File: config.mk
export PLATFORM = sky130hd
export DESIGN_NAME = sliding_window_minimum_flat
export DESIGN_NICKNAME = d
export VERILOG_FILES = /design/src/hdl/swm_pkg.sv /design/src/hdl/swm_channel_if.sv /design/src/hdl/swm_ctrl.sv /design/src/hdl/swm_datapath.sv /design/src/hdl/sliding_window_minimum.sv /design/src/flat_wrapper.sv
export SDC_FILE = /design/constraint.sdc
export NUM_CORES = 2
export LEC_CHECK = 0
export BUFFER_PORTS_ARGS = -buffer_cell sky130_fd_sc_hd__clkbuf_2
export CAP_MARGIN = 20
export CORE_MARGIN = 2
export CORE_UTILIZATION = 40
export CTS_CLUSTER_SIZE = 8
export DETAILED_ROUTE_END_ITERATION = 6
export PLACE_DENSITY = 0.53
export SETUP_SLACK_MARGIN = 0.4
export SYNTH_ARGS = -nofsm -noshare
export SYNTH_HDL_FRONTEND = slang
export SYNTH_SLANG_ARGS = --single-unit
File: constraint.sdc
create_clock -name clock -period 15.4 [get_ports clock]
set_input_delay 3.08 -clock clock [delete_from_list [all_inputs] [get_ports clock]]
set_output_delay 3.08 -clock clock [all_outputs]
set_load 0.1 [all_outputs]
File: src/hdl/swm_pkg.sv
// ---------------------------------------------------------------------------
// swm_pkg: shared types and constants of the sliding window minimum
// Sample and configuration widths, the controller state type and the
// command and status bundles between controller and datapath.
// ---------------------------------------------------------------------------
package swm_pkg;

   localparam int SAMPLE_W = 32;
   localparam int CFG_W    = 7;

   localparam logic [CFG_W-1:0] WINDOW_SIZE_RESET = 7'd64;

   typedef enum logic [1:0] {
      ST_IDLE,
      ST_SCAN,
      ST_DRAIN,
      ST_FINISH
   } state_type;

   // Commands from the controller to the datapath.
   typedef struct packed {
      logic accept;    // take the offered sample and start a new scan
      logic read;      // read one older ring entry
      logic load_out;  // move the finished minimum to the result register
   } cmd_type;

   // Status from the datapath to the controller.
   typedef struct packed {
      logic single;     // the accepted sample is the only one in the window
      logic scan_last;  // the read issued this cycle is the last one
      logic out_free;   // the result register can take a new result
   } status_type;

endpackage

File: src/hdl/swm_channel_if.sv
// ---------------------------------------------------------------------------
// swm_req_if / swm_rsp_if: sample and result channels
// Valid/ready channels; a transfer happens at a rising edge with both high.
// ---------------------------------------------------------------------------
interface swm_req_if;
   logic                                valid;
   logic                                ready;
   logic signed [swm_pkg::SAMPLE_W-1:0] sample;

   modport source (output valid, output sample, input ready);
   modport sink   (input valid, input sample, output ready);
endinterface

interface swm_rsp_if;
   logic                                valid;
   logic                                ready;
   logic signed [swm_pkg::SAMPLE_W-1:0] window_min;
   logic                                window_full;

   modport source (output valid, output window_min, output window_full, input ready);
   modport sink   (input valid, input window_min, input window_full, output ready);
endinterface

File: src/hdl/swm_ctrl.sv
// ---------------------------------------------------------------------------
// swm_ctrl: sequencing of one sample
// Accepts a sample, steps the ring scan, waits for the read pipeline to
// drain and hands the result to the output register.
// ---------------------------------------------------------------------------
module swm_ctrl (
   input  logic                  clock,
   input  logic                  reset,
   input  logic                  req_valid,
   output logic                  req_ready,
   input  swm_pkg::status_type   status,
   output swm_pkg::cmd_type      cmd
);

   swm_pkg::state_type state_ff;
   swm_pkg::state_type state_in;

   always_ff @(posedge clock) begin
      if (reset) begin
         state_ff <= swm_pkg::ST_IDLE;
      end else begin
         state_ff <= state_in;
      end
   end

   always_comb begin
      state_in = state_ff;
      case (state_ff)
         swm_pkg::ST_IDLE: begin
            if (req_valid) begin
               state_in = status.single ? swm_pkg::ST_FINISH : swm_pkg::ST_SCAN;
            end
         end
         swm_pkg::ST_SCAN: begin
            if (status.scan_last) begin
               state_in = swm_pkg::ST_DRAIN;
            end
         end
         swm_pkg::ST_DRAIN: begin
            state_in = swm_pkg::ST_FINISH;
         end
         swm_pkg::ST_FINISH: begin
            if (status.out_free) begin
               state_in = swm_pkg::ST_IDLE;
            end
         end
         default: begin
            state_in = swm_pkg::ST_IDLE;
         end
      endcase
   end

   always_comb begin
      req_ready    = 1'b0;
      cmd.accept   = 1'b0;
      cmd.read     = 1'b0;
      cmd.load_out = 1'b0;
      case (state_ff)
         swm_pkg::ST_IDLE: begin
            // Nothing is taken while reset is held.
            req_ready  = !reset;
            cmd.accept = req_valid && !reset;
         end
         swm_pkg::ST_SCAN: begin
            cmd.read = 1'b1;
         end
         swm_pkg::ST_DRAIN: begin
         end
         swm_pkg::ST_FINISH: begin
            cmd.load_out = status.out_free;
         end
         default: begin
         end
      endcase
   end

   // A new sample is taken only from the idle state.
   assert property (@(posedge clock) disable iff (reset)
      cmd.accept |=> !req_ready)
      else $error("swm_ctrl: sample taken while a scan was running");

   // The scan always ends through the drain cycle.
   assert property (@(posedge clock) disable iff (reset)
      (state_ff == swm_pkg::ST_DRAIN) |=> (state_ff == swm_pkg::ST_FINISH))
      else $error("swm_ctrl: drain did not lead to finish");

   // A result is loaded only when the output register has room.
   assert property (@(posedge clock) disable iff (reset)
      cmd.load_out |-> status.out_free)
      else $error("swm_ctrl: result loaded into a full output register");

endmodule

File: src/hdl/swm_datapath.sv
// ---------------------------------------------------------------------------
// swm_datapath: sample ring, scan pointers, running minimum and result
// Holds the window size register, the ring memory with its registered
// read port, the fill count and the output register.
// ---------------------------------------------------------------------------
module swm_datapath #(
   parameter int WINDOW_MAX = 64
) (
   input  logic                                clock,
   input  logic                                reset,
   input  logic                                csr_write_enable,
   input  logic [swm_pkg::CFG_W-1:0]           csr_write_data,
   input  logic signed [swm_pkg::SAMPLE_W-1:0] sample,
   input  swm_pkg::cmd_type                    cmd,
   output swm_pkg::status_type                 status,
   output logic                                rsp_valid,
   input  logic                                rsp_ready,
   output logic signed [swm_pkg::SAMPLE_W-1:0] window_min,
   output logic                                window_full
);

   localparam int SLOT_W = (WINDOW_MAX > 1) ? $clog2(WINDOW_MAX) : 1;
   localparam int CNT_W  = $clog2(WINDOW_MAX + 1);
   localparam int EXT_W  = (CNT_W > swm_pkg::CFG_W) ? CNT_W : swm_pkg::CFG_W;

   logic signed [swm_pkg::SAMPLE_W-1:0] sample_ring [WINDOW_MAX];

   logic [swm_pkg::CFG_W-1:0]           window_size_ff;
   logic [SLOT_W-1:0]                   write_slot_ff, write_slot_in;
   logic [SLOT_W-1:0]                   read_slot_ff, read_slot_in;
   logic [CNT_W-1:0]                    fill_count_ff, fill_count_in;
   logic [CNT_W-1:0]                    left_ff, left_in;
   logic signed [swm_pkg::SAMPLE_W-1:0] rd_data_ff;
   logic                                rd_valid_ff;
   logic signed [swm_pkg::SAMPLE_W-1:0] best_ff, best_in;
   logic                                full_ff;
   logic                                rsp_valid_ff;
   logic signed [swm_pkg::SAMPLE_W-1:0] out_min_ff;
   logic                                out_full_ff;

   logic [EXT_W-1:0] size_ext;
   logic [EXT_W-1:0] eff_ext;
   logic [CNT_W-1:0] eff_size;
   logic [CNT_W-1:0] fill_next;

   // Effective window: zero acts as one, oversize is clamped to the ring depth.
   always_comb begin
      size_ext = EXT_W'(window_size_ff);
      if (window_size_ff == '0) begin
         eff_ext = EXT_W'(1);
      end else if (size_ext > EXT_W'(WINDOW_MAX)) begin
         eff_ext = EXT_W'(WINDOW_MAX);
      end else begin
         eff_ext = size_ext;
      end
      eff_size = eff_ext[CNT_W-1:0];
   end

   assign fill_next = (fill_count_ff < eff_size) ? fill_count_ff + CNT_W'(1) : eff_size;

   always_comb begin
      write_slot_in = write_slot_ff;
      fill_count_in = fill_count_ff;
      read_slot_in  = read_slot_ff;
      left_in       = left_ff;
      if (cmd.accept) begin
         write_slot_in = (write_slot_ff == SLOT_W'(WINDOW_MAX - 1)) ?
                         '0 : write_slot_ff + SLOT_W'(1);
         fill_count_in = fill_next;
         read_slot_in  = (write_slot_ff == '0) ?
                         SLOT_W'(WINDOW_MAX - 1) : write_slot_ff - SLOT_W'(1);
         left_in       = fill_next - CNT_W'(1);
      end else if (cmd.read) begin
         read_slot_in = (read_slot_ff == '0) ?
                        SLOT_W'(WINDOW_MAX - 1) : read_slot_ff - SLOT_W'(1);
         left_in      = left_ff - CNT_W'(1);
      end
      if (csr_write_enable) begin
         write_slot_in = '0;
         fill_count_in = '0;
      end
   end

   always_ff @(posedge clock) begin
      if (reset) begin
         window_size_ff <= swm_pkg::WINDOW_SIZE_RESET;
         write_slot_ff  <= '0;
         fill_count_ff  <= '0;
         rd_valid_ff    <= 1'b0;
         rsp_valid_ff   <= 1'b0;
      end else begin
         if (csr_write_enable) begin
            window_size_ff <= csr_write_data;
         end
         write_slot_ff <= write_slot_in;
         fill_count_ff <= fill_count_in;
         rd_valid_ff   <= cmd.read;
         if (cmd.load_out) begin
            rsp_valid_ff <= 1'b1;
         end else if (rsp_ready) begin
            rsp_valid_ff <= 1'b0;
         end
      end
   end

   // Ring memory: one write and one registered read per cycle.
   always_ff @(posedge clock) begin
      if (cmd.accept) begin
         sample_ring[write_slot_ff] <= sample;
      end
      if (cmd.read) begin
         rd_data_ff <= sample_ring[read_slot_ff];
      end
   end

   always_comb begin
      best_in = best_ff;
      if (cmd.accept) begin
         best_in = sample;
      end else if (rd_valid_ff && (rd_data_ff < best_ff)) begin
         best_in = rd_data_ff;
      end
   end

   always_ff @(posedge clock) begin
      read_slot_ff <= read_slot_in;
      left_ff      <= left_in;
      best_ff      <= best_in;
      if (cmd.accept) begin
         full_ff <= (fill_next == eff_size);
      end
      if (cmd.load_out) begin
         out_min_ff  <= best_ff;
         out_full_ff <= full_ff;
      end
   end

   assign status.single    = (fill_next == CNT_W'(1));
   assign status.scan_last = (left_ff == CNT_W'(1));
   assign status.out_free  = !rsp_valid_ff || rsp_ready;

   assign rsp_valid   = rsp_valid_ff;
   assign window_min  = out_min_ff;
   assign window_full = out_full_ff;

   // The fill count never passes the effective window.
   assert property (@(posedge clock) disable iff (reset)
      fill_count_ff <= eff_size)
      else $error("swm_datapath: fill count beyond window size");

   // Every issued read returns data for the compare in the next cycle.
   assert property (@(posedge clock) disable iff (reset)
      cmd.read |=> rd_valid_ff)
      else $error("swm_datapath: ring read lost");

   // A read is never issued with no older samples left to visit.
   assert property (@(posedge clock) disable iff (reset)
      cmd.read |-> (left_ff != '0))
      else $error("swm_datapath: scan ran past the filled window");

   // A loaded result is offered in the next cycle.
   assert property (@(posedge clock) disable iff (reset)
      cmd.load_out |=> rsp_valid_ff)
      else $error("swm_datapath: loaded result not offered");

endmodule

File: src/hdl/sliding_window_minimum.sv
// ---------------------------------------------------------------------------
// sliding_window_minimum: minimum over the most recent samples of a stream
// Ring-buffer window minimum with a controller and a scanning datapath.
// ---------------------------------------------------------------------------
// Each sample transfer on the request channel produces exactly one result
// transfer: the minimum of the last window_size samples (or of all samples
// since the window restarted, while fewer have arrived) and a flag that is
// set once the window is full. Samples are kept in a ring memory of
// WINDOW_MAX entries with a single registered read port, and the minimum is
// found by reading the older samples one per cycle. A sample is taken, the
// other fill - 1 samples are read, where fill is the number in the window
// after it arrives, the read pipeline drains and the result is loaded; a
// sample that is the only one in the window skips the scan and the drain.
// Only then is a new sample taken. The result sits in an output register,
// so the next sample is taken while an earlier result waits to be picked
// up. A window_size of zero acts as one and a value above WINDOW_MAX acts as
// WINDOW_MAX. Writing window_size restarts the window: the fill count and
// the write position return to zero. The register must only be written
// while the block is idle. The reset value of window_size is 64.
// ---------------------------------------------------------------------------
module sliding_window_minimum #(
   parameter int WINDOW_MAX = 64
) (
   input  logic                      clock,
   input  logic                      reset,
   swm_req_if.sink                   req_channel,
   swm_rsp_if.source                 rsp_channel,
   input  logic                      csr_write_enable,
   input  logic [swm_pkg::CFG_W-1:0] csr_write_data
);

   swm_pkg::cmd_type    cmd;
   swm_pkg::status_type status;

   // The controller decides when a sample is taken, how long the ring scan
   // runs and when the result may enter the output register.
   swm_ctrl u_ctrl (
      .clock     (clock),
      .reset     (reset),
      .req_valid (req_channel.valid),
      .req_ready (req_channel.ready),
      .status    (status),
      .cmd       (cmd)
   );

   // The datapath holds the ring, the window size register, the running
   // minimum and the output register that drives the result channel.
   swm_datapath #(
      .WINDOW_MAX (WINDOW_MAX)
   ) u_datapath (
      .clock            (clock),
      .reset            (reset),
      .csr_write_enable (csr_write_enable),
      .csr_write_data   (csr_write_data),
      .sample           (req_channel.sample),
      .cmd              (cmd),
      .status           (status),
      .rsp_valid        (rsp_channel.valid),
      .rsp_ready        (rsp_channel.ready),
      .window_min       (rsp_channel.window_min),
      .window_full      (rsp_channel.window_full)
   );

endmodule
File: src/flat_wrapper.sv
// flat-port wrapper written by rule: the top's interface ports become plain ports
module sliding_window_minimum_flat 
#(
   parameter int WINDOW_MAX = 64
)
  (clock, reset, csr_write_enable, csr_write_data, req_channel_valid, req_channel_sample, req_channel_ready, rsp_channel_valid, rsp_channel_window_min, rsp_channel_window_full, rsp_channel_ready);
  swm_req_if req_channel_i ();
  swm_rsp_if rsp_channel_i ();
  input  logic clock;
  input  logic reset;
  input  logic csr_write_enable;
  input  logic [swm_pkg::CFG_W-1:0] csr_write_data;
  input wire logic [$bits(req_channel_i.valid)-1:0] req_channel_valid;
  input wire logic [$bits(req_channel_i.sample)-1:0] req_channel_sample;
  output wire logic [$bits(req_channel_i.ready)-1:0] req_channel_ready;
  output wire logic [$bits(rsp_channel_i.valid)-1:0] rsp_channel_valid;
  output wire logic [$bits(rsp_channel_i.window_min)-1:0] rsp_channel_window_min;
  output wire logic [$bits(rsp_channel_i.window_full)-1:0] rsp_channel_window_full;
  input wire logic [$bits(rsp_channel_i.ready)-1:0] rsp_channel_ready;
  assign req_channel_i.valid = req_channel_valid;
  assign req_channel_i.sample = req_channel_sample;
  assign req_channel_ready = req_channel_i.ready;
  assign rsp_channel_valid = rsp_channel_i.valid;
  assign rsp_channel_window_min = rsp_channel_i.window_min;
  assign rsp_channel_window_full = rsp_channel_i.window_full;
  assign rsp_channel_i.ready = rsp_channel_ready;
  sliding_window_minimum #(.WINDOW_MAX(WINDOW_MAX)) u_core (.clock(clock), .reset(reset), .req_channel(req_channel_i), .rsp_channel(rsp_channel_i), .csr_write_enable(csr_write_enable), .csr_write_data(csr_write_data));
endmodule
==> flow_metrics.tcl <==
set metrics [dict create \
    outcome "finished clean" \
    antenna_found_initial 17 \
    vias 38150 \
    ys_seq_area_share_pct 77.5 \
    drt-total-wl_um 207000 \
    holdCritPathClass "reg -> reg" \
    synth-async-reset-ratio_pct 0 \
    drv_cap 0 \
    fmax_mhz 142 \
    tightestPinTransition_ns 1.17 \
    core_um2 210000 \
    synthCells 3583 \
    syn_area_per_cell_um2 23.5 \
    timing_worst_setup_path_type "in -> out" \
    crit_path_max_fanout 12 \
    htree_levels 5 \
    cts_root_buf "clkbuf_16" \
    worst_slack_ns 8.33 \
    dp_hpwl_um 117000 \
    ir_drop_mv 0.142 \
    syn_to_final_growth_pct 15.7 \
    arrival_ns 3.99 \
    startpoint "reset" \
    nFillCells 17119 \
    rows 168 \
    cts_hold_buffers 0 \
    synth.distinct_cells 53 \
    start_kind "input pin" \
    dpl_cell_area_um2 89100 \
    slew_headroom_pct 22.0 \
    syn_area_um2 84300 \
    die_w_um 463 \
    drive_above_1_share_pct 32.5 \
    hold_violations 0 \
    drc 0 \
    die_h_um 463 \
    cts-buffers-inserted 323 \
    rsz0062_at_grt "false" \
    via_per_inst 5.63 \
    grt_overflow 0 \
    initial_core_util_pct 40.2 \
    rr_startpoint "u_core.u_datapath.read_slot_ff[0]$_DFFE_PP_" \
    fin_crit_ns 7.07 \
    ant_nets 0 \
    pre_cts_slack_ns 8.34 \
    synth_edf_count 2159 \
    fin_crit_sh_pct 45.9 \
    power.density_nw_per_um2 176 \
    grt_pass1_vias 39336 \
    fin_setup_tns_ns 0 \
    grt_usage_pct 19.3 \
    clock_latency_ns 0.93 \
    worstPathRequired_ns 12.32 \
    wl_per_cell_um 30.6 \
    clockBufferDepth 4 \
    fin_skew_ns 0.0634 \
    yosys_warnings 0 \
    io_pins 79 \
    reg2reg_depth 7 \
    ys_ff_latch 2183 \
    multi_input_area_um2 18600 \
    grt_pass1_wl_um 296000 \
    io_buffers 78 \
    min_from "u_core.u_datapath.best_ff[23]$_DFFE_PP_" \
    die_area_um2 214000 \
    hold_ws_ns 0.452 \
    end_kind "output port" \
    hold_depth 0 \
    setup_viol 0 \
    drt_iter0_markers 3867 \
    synth_nets 3679 \
    final_nets 4029 \
    ctsResizeCount 0 \
    grt_max_degree 133 \
    p_leak_nw 30.7 \
    finalInstanceArea_um2 97600 \
    finalMaxSlewViolations 0 \
    first_pass_iters 7 \
    path_clk_slew_ns 0.05 \
    cts_tree "built" \
    clkSinkCount 2183 \
    synthFlopType "edfxtp_1" \
    seq_area_um2 65300 \
    place.gp.congestion 0.760 \
    cts_setup_buffers 0 \
    power.total_mw 17.1 \
]
[power by group]
| group | total [mW] | switching (mW) | internal (mW) |
|---|---|---|---|
| clock | 6.05 | 2.35 | 3.70 |
| sequential | 6.90 | 0.137 | 6.77 |
| combinational | 4.19 | 2.34 | 1.85 |
[metal layers]
metal	global-route usage (%)	vias to the layer above	share of wire (%)
li1	-	15826	-
met1	27.5	20848	43
met2	30.7	1165	49
met3	3.43	311	5.9
met4	5.29	0	2.3
met5	0	-	0
[worst max-delay path, stage by stage]
cell and delay (ns):
clkbuf_2 0.18, nor2b_1 0.22, clkbuf_2 0.50
[metrics by stage]
step / std cells / util, %
6_report: 6774 / 46.6
5_1_grt: 6772 / 46.6
4_1_cts: 6767 / 46.5
3_5_place_dp: 6408 / 42.5
3_3_place_gp: 6401 / 42.4
2_1_floorplan: 3583 / -
[synth_stat cells, types with 2 or more instances]
cell type,instances,area share (%)
xnor2_1,16,0.17
or2_2,3,0.022
nand4_1,12,0.089
nor3_1,9,0.053
clkbuf_1,107,0.48
ha_1,52,0.77
xor2_1,14,0.15
buf_2,40,0.24
nand2b_1,6,0.045
inv_2,4,0.018
or3b_2,2,0.021
nor4_1,3,0.022
nand3_1,13,0.077
nand3b_1,3,0.027
a22oi_1,6,0.053
o21ai_1,10,0.059
buf_1,31,0.14
a21boi_1,2,0.018
a21oi_1,27,0.16
mux4_2,672,18
or2_1,2,0.015
or3_1,3,0.022
nor3b_1,4,0.036
inv_1,47,0.21
nand2_1,139,0.62
o21ai_0,15,0.089
nor2b_1,8,0.059
mux2i_1,10,0.12
a21o_1,8,0.071
edfxtp_1,2159,77
o21a_1,2,0.018
dfxtp_1,24,0.57
nor2_1,102,0.45
a211oi_1,6,0.053
a31oi_1,3,0.022
o211ai_1,2,0.018
[final timing paths]
check | to | slack, ns
max | req_channel_ready | 8.33
min | u_core.u_datapath.window_min[23]$_DFFE_PP_ | 0.45
max reg2reg | u_core.u_datapath.rd_data_ff[14]$_DFFE_PP_ | 9.85
min reg2reg | u_core.u_datapath.window_min[23]$_DFFE_PP_ | 0.45
[registers in the layout, indices dropped and copies added, names as in the netlist]
| register | count |
|---|---|
| u_core.u_datapath.rd_data_ff | 32 |
| u_core.u_datapath.size_ext | 7 |
| u_core.u_datapath.best_ff | 32 |
| u_core.u_datapath.fill_count_ff | 7 |
| u_core.u_datapath.left_ff | 7 |
| u_core.u_datapath.window_min | 32 |
| u_core.u_datapath.read_slot_ff | 6 |
| u_core.u_datapath.full_ff | 1 |
| u_core.u_datapath.rsp_valid | 1 |
| u_core.u_datapath.rd_valid_ff | 1 |
| u_core.u_datapath.sample_ring | 2048 |
| u_core.u_datapath.write_slot_ff | 6 |
| u_core.u_ctrl.state_ff | 2 |
| u_core.u_datapath.window_full | 1 |
[cell usage in the layout (no fill, tap or decap), types with 11 or more instances in the layout]
cell	n
buf_2	11
xnor2_1	16
ha_1	51
dfxtp_1	24
nand4_1	12
inv_1	47
nand2_1	138
a21oi_1	27
nand3_1	13
edfxtp_1	2159
mux4_2	672
buf_4	109
clkbuf_1	22
xor2_1	14
clkbuf_2	66
nor2_1	38
o21ai_0	15
nor2_4	64
clkbuf_16	323
[logic make-up (layout without fill, tap and decap cells)]
| group | count (synthesis) | in the layout | share of synthesized area (%) |
|---|---|---|---|
| DFF | 2183 | 2183 | 77.5 |
| muxes | 684 | 684 | 18.1 |
| and+or+nand+nor | 311 | 311 | 1.58 |
| buffers and inverters | 231 | 615 | 1.10 |
| AOI/OAI and AO/OA | 92 | 92 | 0.684 |
| adders and majority gates | 52 | 52 | 0.772 |
| xor gates and xnor gates | 30 | 30 | 0.312 |
| other | 0 | 2 | 0 |
[layout make-up]
cell class | instances | area share, %
Antenna cell | 2 | 0.00513
Clock buffer | 345 | 8.37
Clock inverter | 14 | 0.169
Inverter | 51 | 0.196
Multi-Input combinational cell | 1169 | 19.0
Sequential cell | 2183 | 66.9
Tap cell | 2805 | 3.60
Timing Repair Buffer | 205 | 1.69
No activity file was read; power rests on OpenSTA's default activity.
